==> src/rtl/apc_pkg.sv <==
package apc_pkg;

  // Width of the shared shift-add multiplier operands.
  localparam int unsigned MulBits = 17;
  localparam int unsigned CntBits = $clog2(MulBits);

  // Register indexes on the configuration port (byte address / 4).
  localparam logic [2:0] RegThreshold    = 3'd0;
  localparam logic [2:0] RegInverseRatio = 3'd1;
  localparam logic [2:0] RegAttackCoef   = 3'd2;
  localparam logic [2:0] RegReleaseCoef  = 3'd3;
  localparam logic [2:0] RegMakeupGain   = 3'd4;

  localparam logic [14:0] ThresholdRst    = 15'd3277;
  localparam logic [16:0] InverseRatioRst = 17'd16384;
  localparam logic [15:0] AttackCoefRst   = 16'd655;
  localparam logic [15:0] ReleaseCoefRst  = 16'd6554;
  localparam logic [15:0] MakeupGainRst   = 16'd6144;
  localparam logic [14:0] GainMax         = 15'h7fff;

  typedef enum logic [3:0] {
    ST_IDLE,
    ST_CMP,
    ST_MUL_TGT,
    ST_TGT,
    ST_DIST,
    ST_MUL_STEP,
    ST_GAIN,
    ST_MUL_OUT,
    ST_DONE
  } apc_state_e;

endpackage

==> src/rtl/audio_peak_compressor.sv <==
// Peak compressor for signed Q1.15 audio samples.
// Input stream: s_axis_* carries one sample per transfer. Output stream:
// m_axis_* carries the processed sample in tdata and the compressing flag in
// tuser. Parameters are to be written through the APB port only while the
// block is idle; the block itself does not enforce this. One sample is
// processed at a time; all products come from one bit-serial shift-add
// multiplier. A sample that stays at or below the threshold needs one
// product (makeup gain); a compressed sample needs three products (target,
// gain step, makeup gain).
// The output register parts the two sides: the next sample is accepted
// while a result still waits. If the receiver stalls, the finished result of
// the following sample waits in the last step until the output register
// frees, and no further sample is taken in the meantime.
// Reset empties the output register, returns the gain level to 32767 and
// loads the default configuration.
module audio_peak_compressor (
  input  logic        clk_i,
  input  logic        rst_ni,
  input  logic        s_axis_tvalid,
  output logic        s_axis_tready,
  input  logic [15:0] s_axis_tdata,   // [15:0] sample_in
  output logic        m_axis_tvalid,
  input  logic        m_axis_tready,
  output logic [15:0] m_axis_tdata,   // [15:0] sample_out
  output logic [0:0]  m_axis_tuser,   // [0] compressing
  input  logic        psel,
  input  logic        penable,
  input  logic        pwrite,
  input  logic [4:0]  paddr,
  input  logic [31:0] pwdata,
  output logic [31:0] prdata,
  output logic        pready
);

  localparam int unsigned MB = apc_pkg::MulBits;
  localparam int unsigned CB = apc_pkg::CntBits;

  apc_pkg::apc_state_e state_q, state_d;

  logic [14:0] thr_q;
  logic [16:0] inv_q;
  logic [15:0] atk_q;
  logic [15:0] rel_q;
  logic [15:0] mkp_q;

  logic [14:0] gain_q, gain_d;
  logic [14:0] tgt_q, tgt_d;
  logic [16:0] mag_q, mag_d;
  logic        neg_q, neg_d;
  logic        comp_q, comp_d;
  logic [2*MB-1:0] prod_q, prod_d;
  logic [MB-1:0]   mcand_q, mcand_d;
  logic [CB-1:0]   cnt_q, cnt_d;

  logic        out_valid_q, out_valid_d;
  logic [15:0] out_data_q, out_data_d;
  logic        out_comp_q, out_comp_d;

  logic [MB:0]     mul_sum;
  logic [2*MB-1:0] mul_next;
  logic            mul_last;
  logic [2*MB-1:0] prod_rnd15;
  logic [2*MB-1:0] prod_rnd11;
  logic [18:0]     tgt_sum;
  logic [14:0]     tgt_sat;
  logic            gain_above;
  logic [14:0]     gain_dist;
  logic [17:0]     step;
  logic [14:0]     step_c;
  logic [14:0]     gain_new;
  logic [21:0]     scaled;
  logic [15:0]     result;
  logic            cfg_wr;

  assign pready = 1'b1;
  assign cfg_wr = psel && penable && pwrite;

  always_ff @(posedge clk_i or negedge rst_ni) begin
    if (!rst_ni) begin
      thr_q <= apc_pkg::ThresholdRst;
      inv_q <= apc_pkg::InverseRatioRst;
      atk_q <= apc_pkg::AttackCoefRst;
      rel_q <= apc_pkg::ReleaseCoefRst;
      mkp_q <= apc_pkg::MakeupGainRst;
    end else if (cfg_wr) begin
      unique case (paddr[4:2])
        apc_pkg::RegThreshold:    thr_q <= pwdata[14:0];
        apc_pkg::RegInverseRatio: inv_q <= pwdata[16:0];
        apc_pkg::RegAttackCoef:   atk_q <= pwdata[15:0];
        apc_pkg::RegReleaseCoef:  rel_q <= pwdata[15:0];
        apc_pkg::RegMakeupGain:   mkp_q <= pwdata[15:0];
        default: ;
      endcase
    end
  end

  always_comb begin
    unique case (paddr[4:2])
      apc_pkg::RegThreshold:    prdata = 32'(thr_q);
      apc_pkg::RegInverseRatio: prdata = 32'(inv_q);
      apc_pkg::RegAttackCoef:   prdata = 32'(atk_q);
      apc_pkg::RegReleaseCoef:  prdata = 32'(rel_q);
      apc_pkg::RegMakeupGain:   prdata = 32'(mkp_q);
      default:                  prdata = 32'd0;
    endcase
  end

  // One multiplier bit per cycle: add the multiplicand on a set LSB, shift right.
  assign mul_sum  = {1'b0, prod_q[2*MB-1:MB]} + (prod_q[0] ? {1'b0, mcand_q} : '0);
  assign mul_next = {mul_sum, prod_q[MB-1:1]};
  assign mul_last = (cnt_q == CB'(MB - 1));

  assign prod_rnd15 = prod_q + (2*MB)'(32768);
  assign prod_rnd11 = prod_q + (2*MB)'(2048);

  assign tgt_sum = 19'(thr_q) + 19'(prod_rnd15[2*MB-1:16]);
  assign tgt_sat = (tgt_sum > 19'(apc_pkg::GainMax)) ? apc_pkg::GainMax : tgt_sum[14:0];

  assign gain_above = gain_q > tgt_q;
  assign gain_dist  = gain_above ? (gain_q - tgt_q) : (tgt_q - gain_q);
  assign step       = prod_rnd15[33:16];
  assign step_c     = (step > 18'(gain_dist)) ? gain_dist : step[14:0];
  assign gain_new   = gain_above ? (gain_q - step_c) : (gain_q + step_c);

  assign scaled = prod_rnd11[33:12];
  always_comb begin
    if (neg_q) begin
      result = (scaled > 22'd32768) ? 16'h8000 : (16'd0 - scaled[15:0]);
    end else begin
      result = (scaled > 22'd32767) ? 16'h7fff : scaled[15:0];
    end
  end

  always_comb begin
    state_d     = state_q;
    gain_d      = gain_q;
    tgt_d       = tgt_q;
    mag_d       = mag_q;
    neg_d       = neg_q;
    comp_d      = comp_q;
    prod_d      = prod_q;
    mcand_d     = mcand_q;
    cnt_d       = cnt_q;
    out_data_d  = out_data_q;
    out_comp_d  = out_comp_q;
    out_valid_d = out_valid_q && !m_axis_tready;
    s_axis_tready = 1'b0;

    unique case (state_q)
      apc_pkg::ST_IDLE: begin
        s_axis_tready = 1'b1;
        if (s_axis_tvalid) begin
          neg_d   = s_axis_tdata[15];
          mag_d   = s_axis_tdata[15] ? (17'h10000 - {1'b0, s_axis_tdata})
                                     : {1'b0, s_axis_tdata};
          state_d = apc_pkg::ST_CMP;
        end
      end
      apc_pkg::ST_CMP: begin
        cnt_d  = '0;
        comp_d = mag_q > 17'(thr_q);
        if (mag_q > 17'(thr_q)) begin
          mcand_d = mag_q - 17'(thr_q);
          prod_d  = (2*MB)'(inv_q);
          state_d = apc_pkg::ST_MUL_TGT;
        end else begin
          mcand_d = mag_q;
          prod_d  = (2*MB)'(mkp_q);
          state_d = apc_pkg::ST_MUL_OUT;
        end
      end
      apc_pkg::ST_MUL_TGT: begin
        prod_d = mul_next;
        cnt_d  = cnt_q + CB'(1);
        if (mul_last) state_d = apc_pkg::ST_TGT;
      end
      apc_pkg::ST_TGT: begin
        tgt_d   = tgt_sat;
        state_d = apc_pkg::ST_DIST;
      end
      apc_pkg::ST_DIST: begin
        // Attack when the target lies below the magnitude, release otherwise.
        mcand_d = MB'(gain_dist);
        prod_d  = (17'(tgt_q) < mag_q) ? (2*MB)'(atk_q) : (2*MB)'(rel_q);
        cnt_d   = '0;
        state_d = apc_pkg::ST_MUL_STEP;
      end
      apc_pkg::ST_MUL_STEP: begin
        prod_d = mul_next;
        cnt_d  = cnt_q + CB'(1);
        if (mul_last) state_d = apc_pkg::ST_GAIN;
      end
      apc_pkg::ST_GAIN: begin
        gain_d  = gain_new;
        mcand_d = MB'(gain_new);
        prod_d  = (2*MB)'(mkp_q);
        cnt_d   = '0;
        state_d = apc_pkg::ST_MUL_OUT;
      end
      apc_pkg::ST_MUL_OUT: begin
        prod_d = mul_next;
        cnt_d  = cnt_q + CB'(1);
        if (mul_last) state_d = apc_pkg::ST_DONE;
      end
      apc_pkg::ST_DONE: begin
        // Hold until the output register is free or being drained.
        if (!out_valid_q || m_axis_tready) begin
          out_valid_d = 1'b1;
          out_data_d  = result;
          out_comp_d  = comp_q;
          state_d     = apc_pkg::ST_IDLE;
        end
      end
      default: state_d = apc_pkg::ST_IDLE;
    endcase
  end

  always_ff @(posedge clk_i or negedge rst_ni) begin
    if (!rst_ni) begin
      state_q     <= apc_pkg::ST_IDLE;
      gain_q      <= apc_pkg::GainMax;
      out_valid_q <= 1'b0;
    end else begin
      state_q     <= state_d;
      gain_q      <= gain_d;
      out_valid_q <= out_valid_d;
    end
  end

  always_ff @(posedge clk_i) begin
    tgt_q      <= tgt_d;
    mag_q      <= mag_d;
    neg_q      <= neg_d;
    comp_q     <= comp_d;
    prod_q     <= prod_d;
    mcand_q    <= mcand_d;
    cnt_q      <= cnt_d;
    out_data_q <= out_data_d;
    out_comp_q <= out_comp_d;
  end

  assign m_axis_tvalid   = out_valid_q;
  assign m_axis_tdata    = out_data_q;
  assign m_axis_tuser[0] = out_comp_q;

endmodule

==> config.mk <==
export PLATFORM = sky130hd
export DESIGN_NAME = audio_peak_compressor
export DESIGN_NICKNAME = d
export VERILOG_FILES = /design/src/rtl/apc_pkg.sv /design/src/rtl/audio_peak_compressor.sv
export SDC_FILE = /design/constraint.sdc
export NUM_CORES = 1
export LEC_CHECK = 0
export ABC_AREA = 1
export BUFFER_PORTS_ARGS = -buffer_cell sky130_fd_sc_hd__buf_2
export CORE_MARGIN = 2
export CORE_UTILIZATION = 24
export CTS_BUF_LIST = sky130_fd_sc_hd__clkbuf_16
export CTS_CLUSTER_DIAMETER = 50
export DETAILED_ROUTE_END_ITERATION = 7
export PLACE_DENSITY_LB_ADDON = 0.08
export SYNTH_ARGS = -nofsm -noshare
export SYNTH_HDL_FRONTEND = slang
export SYNTH_SLANG_ARGS = --single-unit
export TNS_END_PERCENT = 50
==> constraint.sdc <==
create_clock -name clk_i -period 6.7 [get_ports clk_i]
set_input_delay 1.34 -clock clk_i [delete_from_list [all_inputs] [get_ports clk_i]]
set_output_delay 1.34 -clock clk_i [all_outputs]
set_load 0.01 [all_outputs]
==> run_results.csv, run 1 <==
group,metric,value,unit
yosys,seq_area_frac_synth,0.357,
setup_path,start_kind,"flop",
global_route,grt_usage,0.176,
sta,tightest_slew,1.08,ns
sta,hold_viol,0,
setup_path,slowest_delay,0.53,ns
yosys,syn_avg_cell_area,7.81,sq um
floorplanning,rows,95,
setup_path,path_common_cell,"buf_4",
final_layout,seqCellArea,0.00576,sq mm
global_route,grt_overflow,0,
floorplanning,die_x,263,microns
routing,wl,61.6,mm
routing,vias,15260,
power_and_ir_drop,p_leak,10.0,nW
setup_path,cp-end-kind,"flop",
global_route,grt_max_degree,65,
yosys,synthXorXnorAreaFrac,0.0575,
power_and_ir_drop,vdd_drop_max,282,uV
cts,ctsRootBufferMaster,"clkbuf_16",
global_route,grt_pass1_wl,92.5,mm
sta,whs,0.460,ns
hold_path,whs_path_depth,0,
final_layout,diodes,0,
floorplanning,io_pins,112,
final_layout,multi_input_area,0.00980,sq mm
yosys,synth_compound_area_frac,0.191,
yosys,async_flop_share,0.483,
cts,clk_pin_slew_worst_paths,0.05,ns
sta,setup_violations,0,
yosys,synth_top_family_by_area,"compound AO/OA/AOI/OAI gates",
run_status,status,"complete, no violations",
sta,fin_worst_skew,0.0327,ns
sta,finalSetupTns,0,ns
routing,vias_per_cell,4.59,
routing,wire_per_inst,18.5,microns
hold_path,hold_path.class,"flop to flop",
final_layout,drive_gt1_frac,0.279,
setup_path,worstPathMaxFanout,6,
sta,timing.fmax,155,MHz
final_layout,mostFrequentLayoutCells,"nand2_1 (346), inv_1 (292), buf_4 (273)",
yosys,synthMuxAreaShare,0.00124,
yosys,synthSimpleGateAreaFrac,0.188,
setup_path,slowest_stage,"dfstp_2",
final_layout,layout.nets,2618,
floorplanning,die_h,263,microns
cts,clock_latency,0.57,ns
floorplanning,start_util,0.241,
final_layout,fill_cells,7178,
yosys,yosys_register_bits,207,
cts,h-tree-depth,2,
sta,period_needed,6.46,ns
setup_path,crit_type,"flop to flop",
yosys,synth-edff-count,107,
sta,maxSlewViolCount,0,
yosys,ys_warn_count,0,
setup_path,r2r_start,"gain_q[10]",
yosys,synth_cells,2064,
routing,drc,0,
job,max_cap_violations,0,
hold_path,worstHoldStart,"comp_q",
setup_path,worst_ep_arrival_time,6.68,ns
power_and_ir_drop,p_per_area,644,mW/mm^2
yosys,ys_dominant_reg_cell,"edfxtp_1",
sta,rsz0062_at_grt,"yes",
final_layout,syn2layout_area_growth,35.1,%
setup_path,r2r_end,"mcand_q[8]",
routing,first_pass_iters,5,
routing,drt_iter0_markers,898,
sta,slew_headroom,0.259,
final_layout,final_common_cell,"nand2_1",
floorplanning,dieArea,0.0693,sq mm
placed_design,post-dp-hpwl,47.5,mm
yosys,synthAdderAreaFrac,0.108,
yosys,ys_types,69,
hold_path,min_to,"m_axis_tuser",
setup_path,required,6.93,ns
cts,cts_tree,"built",
cts,cts.sinks,207,
yosys,syn_area,0.0161,sq mm
global_route,antenna_found_initial,1,
cts,clock_path_buffers,3,
setup_path,r2r_setup_slack,0.24,ns
cts,cts_buffers,38,
sta,period_share,0.964,
routing,ant_nets,0,
global_route,grt_pass1_vias,15031,
setup_path,worstRegToRegCells,48,
floorplanning,coreArea,0.0668,sq mm
placed_design,port_buffers,78,
placed_design,globalplace.congestion,0.843,
[power breakdown]
part,internal [W],switching [W]
Combinational,0.00437,0.00545
Sequential,0.00196,0.000352
Clock,0.00116,0.000732
Total,0.00749,0.00654
[timing repair]
item / CTS / global route
pin swaps: 64 / 80
hold endpoints to repair: 0 / 0
gates resized for setup: 110 / 125
setup endpoints to repair: 16 / 14
hold buffers: 0 / 0
gates cloned: 1 / 0
setup buffers: 40 / 18
[cells in the mapped netlist, drive strengths merged, types with 5 or more instances]
| master | instances | share of area |
|---|---|---|
| a21o | 6 | 0.0028 |
| a21oi | 159 | 0.049 |
| a22o | 14 | 0.0076 |
| a22oi | 13 | 0.0061 |
| buf | 26 | 0.011 |
| clkbuf | 42 | 0.0098 |
| dfrtp | 62 | 0.096 |
| dfstp | 38 | 0.062 |
| edfxtp | 107 | 0.20 |
| fa | 6 | 0.0074 |
| ha | 130 | 0.10 |
| inv | 319 | 0.075 |
| nand2 | 399 | 0.096 |
| nand3 | 68 | 0.023 |
| nand3b | 5 | 0.0023 |
| nand4 | 20 | 0.0091 |
| nor2 | 151 | 0.038 |
| nor3 | 38 | 0.013 |
| nor4 | 5 | 0.0019 |
| o211ai | 45 | 0.021 |
| o21ai | 232 | 0.075 |
| o21bai | 8 | 0.0037 |
| o221ai | 14 | 0.0076 |
| xnor2 | 20 | 0.011 |
| xor2 | 85 | 0.047 |
[stage by stage]
stage	cells	instance area, sq um	utilization	setup slack (ns)	total power (W)
after floorplan	2079	16200	-	0.205	0.00670
after global placement	3200	19200	0.287	-0.674	0.0104
after detailed placement	3200	19200	0.287	-0.679	0.0104
after CTS	3310	21200	0.317	-0.0113	0.0132
after global routing	3325	21800	0.326	-0.143	0.0152
final	3325	21800	0.326	0.244	0.0140
[metal layers]
| layer | global-route usage | wire length [microns] | share of wire |
|---|---|---|---|
| met5 | 0 | 0 | 0 |
| met4 | 0.0349 | 1040 | 0.017 |
| met3 | 0.0224 | 2270 | 0.037 |
| met2 | 0.295 | 29000 | 0.47 |
| met1 | 0.243 | 29300 | 0.48 |
[critical path: cells and delay by family, from the launching register on]
kind	cells	cell delay [ns]
adders and majority gates	2	0.51
AOI/OAI and AO/OA	6	0.82
xor gates and xnor gates	1	0.22
and+or+nand+nor	17	1.61
buffers and inverters	22	2.43
DFF	1	0.53
[registers in the layout, indices dropped and copies added (netlist names), 16 cells and up]
signal        flops
atk_q            16
mkp_q            16
inv_q            17
rel_q            16
m_axis_tdata     16
mag_q            17
prod_q           34
mcand_q          17
[layout make-up]
| class | count | area share |
|---|---|---|
| tap | 873 | 0.0501 |
| clock buffer | 38 | 0.0436 |
| timing repair buffer | 371 | 0.123 |
| sequential | 207 | 0.264 |
| multi-input combinational | 1482 | 0.450 |
| inverter | 322 | 0.0567 |
| clock inverter | 32 | 0.0126 |
[kinds of logic (layout without fill, tap and decap cells)]
group / count (synthesis) / in the layout
AOI/OAI and AO/OA: 527 / 527
xor gates and xnor gates: 105 / 105
adders and majority gates: 136 / 136
buffers and inverters: 390 / 763
DFF: 207 / 207
muxes: 2 / 2
other: 2 / 17
and+or+nand+nor: 695 / 695
[worst max-delay path by stage]
stage / slack (ns) / end / cells past startpoint / from
after global placement: -0.67 / mcand_q[12] / 40 / gain_q[11]
after global routing: -0.14 / mcand_q[13] / 47 / gain_q[0]
after floorplan: 0.20 / mcand_q[12] / 41 / gain_q[5]
after CTS: -0.01 / mcand_q[12] / 47 / gain_q[8]
final: 0.24 / mcand_q[8] / 48 / gain_q[10]
after detailed placement: -0.68 / mcand_q[12] / 39 / gain_q[11]
Power figures use the tool's default switching activity.
==> run 2: changes to the inputs <==
- GPL_TIMING_DRIVEN: unset -> 0
==> run 2 against run 1 <==
Cell count down 4.3%. Clock power is essentially flat. Critical path type unchanged. Sequential share of layout area increased by 2.0 points. Hold slack improved by 0.012 ns. Largest cell class unchanged. Maximum frequency decreased by 1.6%. Sequential cell count unchanged. Design area is 7.0% lower.
==> run_results.csv, run 2 (synthesized netlist as in run 1, its figures left out) <==
group,metric,value,unit
placed_design,globalplace.congestion,0.850,
hold_path,hold_path.class,"flop to flop",
floorplanning,coreArea,0.0668,sq mm
routing,vias,14984,
global_route,grt_pass1_wl,94.6,mm
setup_path,slowest_delay,0.54,ns
cts,cts_buffers,38,
global_route,antenna_found_initial,0,
floorplanning,io_pins,112,
final_layout,syn2layout_area_growth,25.7,%
final_layout,mostFrequentLayoutCells,"nand2_1 (356), inv_1 (304), o21ai_0 (199)",
sta,finalSetupTns,0,ns
cts,h-tree-depth,2,
final_layout,regMostFlops,"prod_q",
routing,wl,63.8,mm
run_status,status,"complete, no violations",
floorplanning,dieArea,0.0693,sq mm
final_layout,drive_gt1_frac,0.197,
power_and_ir_drop,p_per_area,596,mW/mm^2
sta,period_needed,6.56,ns
job,max_cap_violations,0,
setup_path,start_kind,"flop",
sta,setup_violations,0,
cts,clock_latency,0.56,ns
routing,drc,0,
sta,period_share,0.979,
cts,cts.sinks,207,
routing,first_pass_iters,6,
routing,wire_per_inst,20.0,microns
setup_path,slowest_stage,"dfstp_2",
sta,timing.fmax,152,MHz
floorplanning,die_x,263,microns
routing,ant_nets,0,
cts,cts_tree,"built",
sta,fin_worst_skew,0.0269,ns
setup_path,worst_ep_arrival_time,6.79,ns
setup_path,path_common_cell,"o21ai_2",
final_layout,largest_reg_flops,34,
sta,maxSlewViolCount,0,
global_route,grt_overflow,0,
setup_path,crit_type,"flop to flop",
sta,rsz0062_at_grt,"yes",
sta,tightest_slew,1.28,ns
sta,hold_viol,0,
routing,vias_per_cell,4.71,
cts,clk_pin_slew_worst_paths,0.05,ns
setup_path,worstPathMaxFanout,5,
global_route,grt_usage,0.182,
power_and_ir_drop,vdd_drop_max,228,uV
floorplanning,die_h,263,microns
final_layout,fill_cells,7252,
global_route,grt_pass1_vias,14962,
final_layout,layout.nets,2477,
hold_path,whs_path_depth,0,
power_and_ir_drop,p_leak,9.12,nW
setup_path,cp-end-kind,"flop",
final_layout,diodes,0,
placed_design,port_buffers,78,
power_and_ir_drop,finalPower,0.0121,W
floorplanning,rows,95,
cts,clock_path_buffers,3,
setup_path,r2r_setup_slack,0.14,ns
sta,slew_headroom,0.147,
cts,holdBufCountCts,0,
placed_design,post-dp-hpwl,50.0,mm
cts,ctsRootBufferMaster,"clkbuf_16",
setup_path,worstRegToRegCells,44,
setup_path,required,6.93,ns
routing,drt_iter0_markers,919,
global_route,grt_max_degree,74,
floorplanning,start_util,0.241,
final_layout,final_common_cell,"nand2_1",
-- run 2: cell count changes in the layout (fill, tap and decap cells not counted), moves of 6 or more --
| cell | change |
|---|---|
| buf_4 | -182 |
| clkbuf_1 | +42 |
| buf_6 | -12 |
| inv_1 | +12 |
| nand2_4 | -11 |
| nand2_1 | +10 |
| inv_4 | -8 |
| buf_2 | +7 |
| nor3_1 | +6 |
-- run 2: area by class of cell --
type / instances / area, sq um / share of cell area
Inverter: 322 / 1220 / 0.0601
Tap cell: 873 / 1090 / 0.0539
Timing Repair Buffer: 162 / 1090 / 0.0539
Multi-Input combinational cell: 1482 / 9510 / 0.469
Clock inverter: 31 / 278 / 0.0137
Clock buffer: 38 / 951 / 0.0469
Buffer: 68 / 368 / 0.0181
Sequential cell: 207 / 5760 / 0.284
-- run 2: what timing repair did --
action	CTS	global route
gates resized for setup	105	51
endpoints found under the setup margin	21	13
buffers inserted	54	22
pin swaps	42	54
cloned	2	0
-- run 2: path summary, 6_finish.rpt --
kind                            start           end
setup / recovery           gain_q[10]   mcand_q[12]
min in group asynchronous      rst_ni      rel_q[5]
hold / removal                 comp_q  m_axis_tuser
setup reg to reg           gain_q[10]   mcand_q[12]
hold reg to reg                comp_q  m_axis_tuser
max in group asynchronous      rst_ni    gain_q[12]
-- run 2: layer usage --
metal  global-route usage  share of wire  vias to the layer above  wire, microns
met4               0.0570          0.029                        0           1850
met2                0.303           0.47                      340          30000
li1                     -              -                     7384              -
met3               0.0312          0.048                       92           3050
met1                0.241           0.45                     7168          29000
met5                    0              0                        -              0
-- run 2: worst max-delay path: cells and delay by family (launching register included) --
| family | cells | cell delay, ns |
|---|---|---|
| simple gates | 14 | 1.47 |
| flops | 1 | 0.54 |
| compound gates | 13 | 1.83 |
| xor+xnor | 2 | 0.37 |
| buf+inv | 12 | 1.18 |
| fa+ha+maj | 3 | 0.84 |
-- run 2: per-stage QoR --
stage / cell area, sq um / cells / util / hold WS (ns) / worst slack, ns
after detailed placement: 17800 / 3036 / 0.266 / 0.474 / -1.49
after CTS: 19900 / 3161 / 0.298 / 0.487 / -0.00496
after global placement: 17700 / 3030 / 0.264 / 0.472 / -1.53
after floorplan: 16200 / 2079 / - / 0.400 / 0.205
after global routing: 20300 / 3183 / 0.304 / 0.488 / -0.361
final: 20300 / 3183 / 0.304 / 0.472 / 0.141
-- run 2: power breakdown --
group / leakage (nW) / total (W) / switching (W) / internal [W]
clock network: 0.622 / 0.00190 / 0.000715 / 0.00119
logic: 6.29 / 0.00784 / 0.00488 / 0.00296
registers: 2.21 / 0.00234 / 0.000381 / 0.00196
total: 9.12 / 0.0121 / 0.00598 / 0.00611
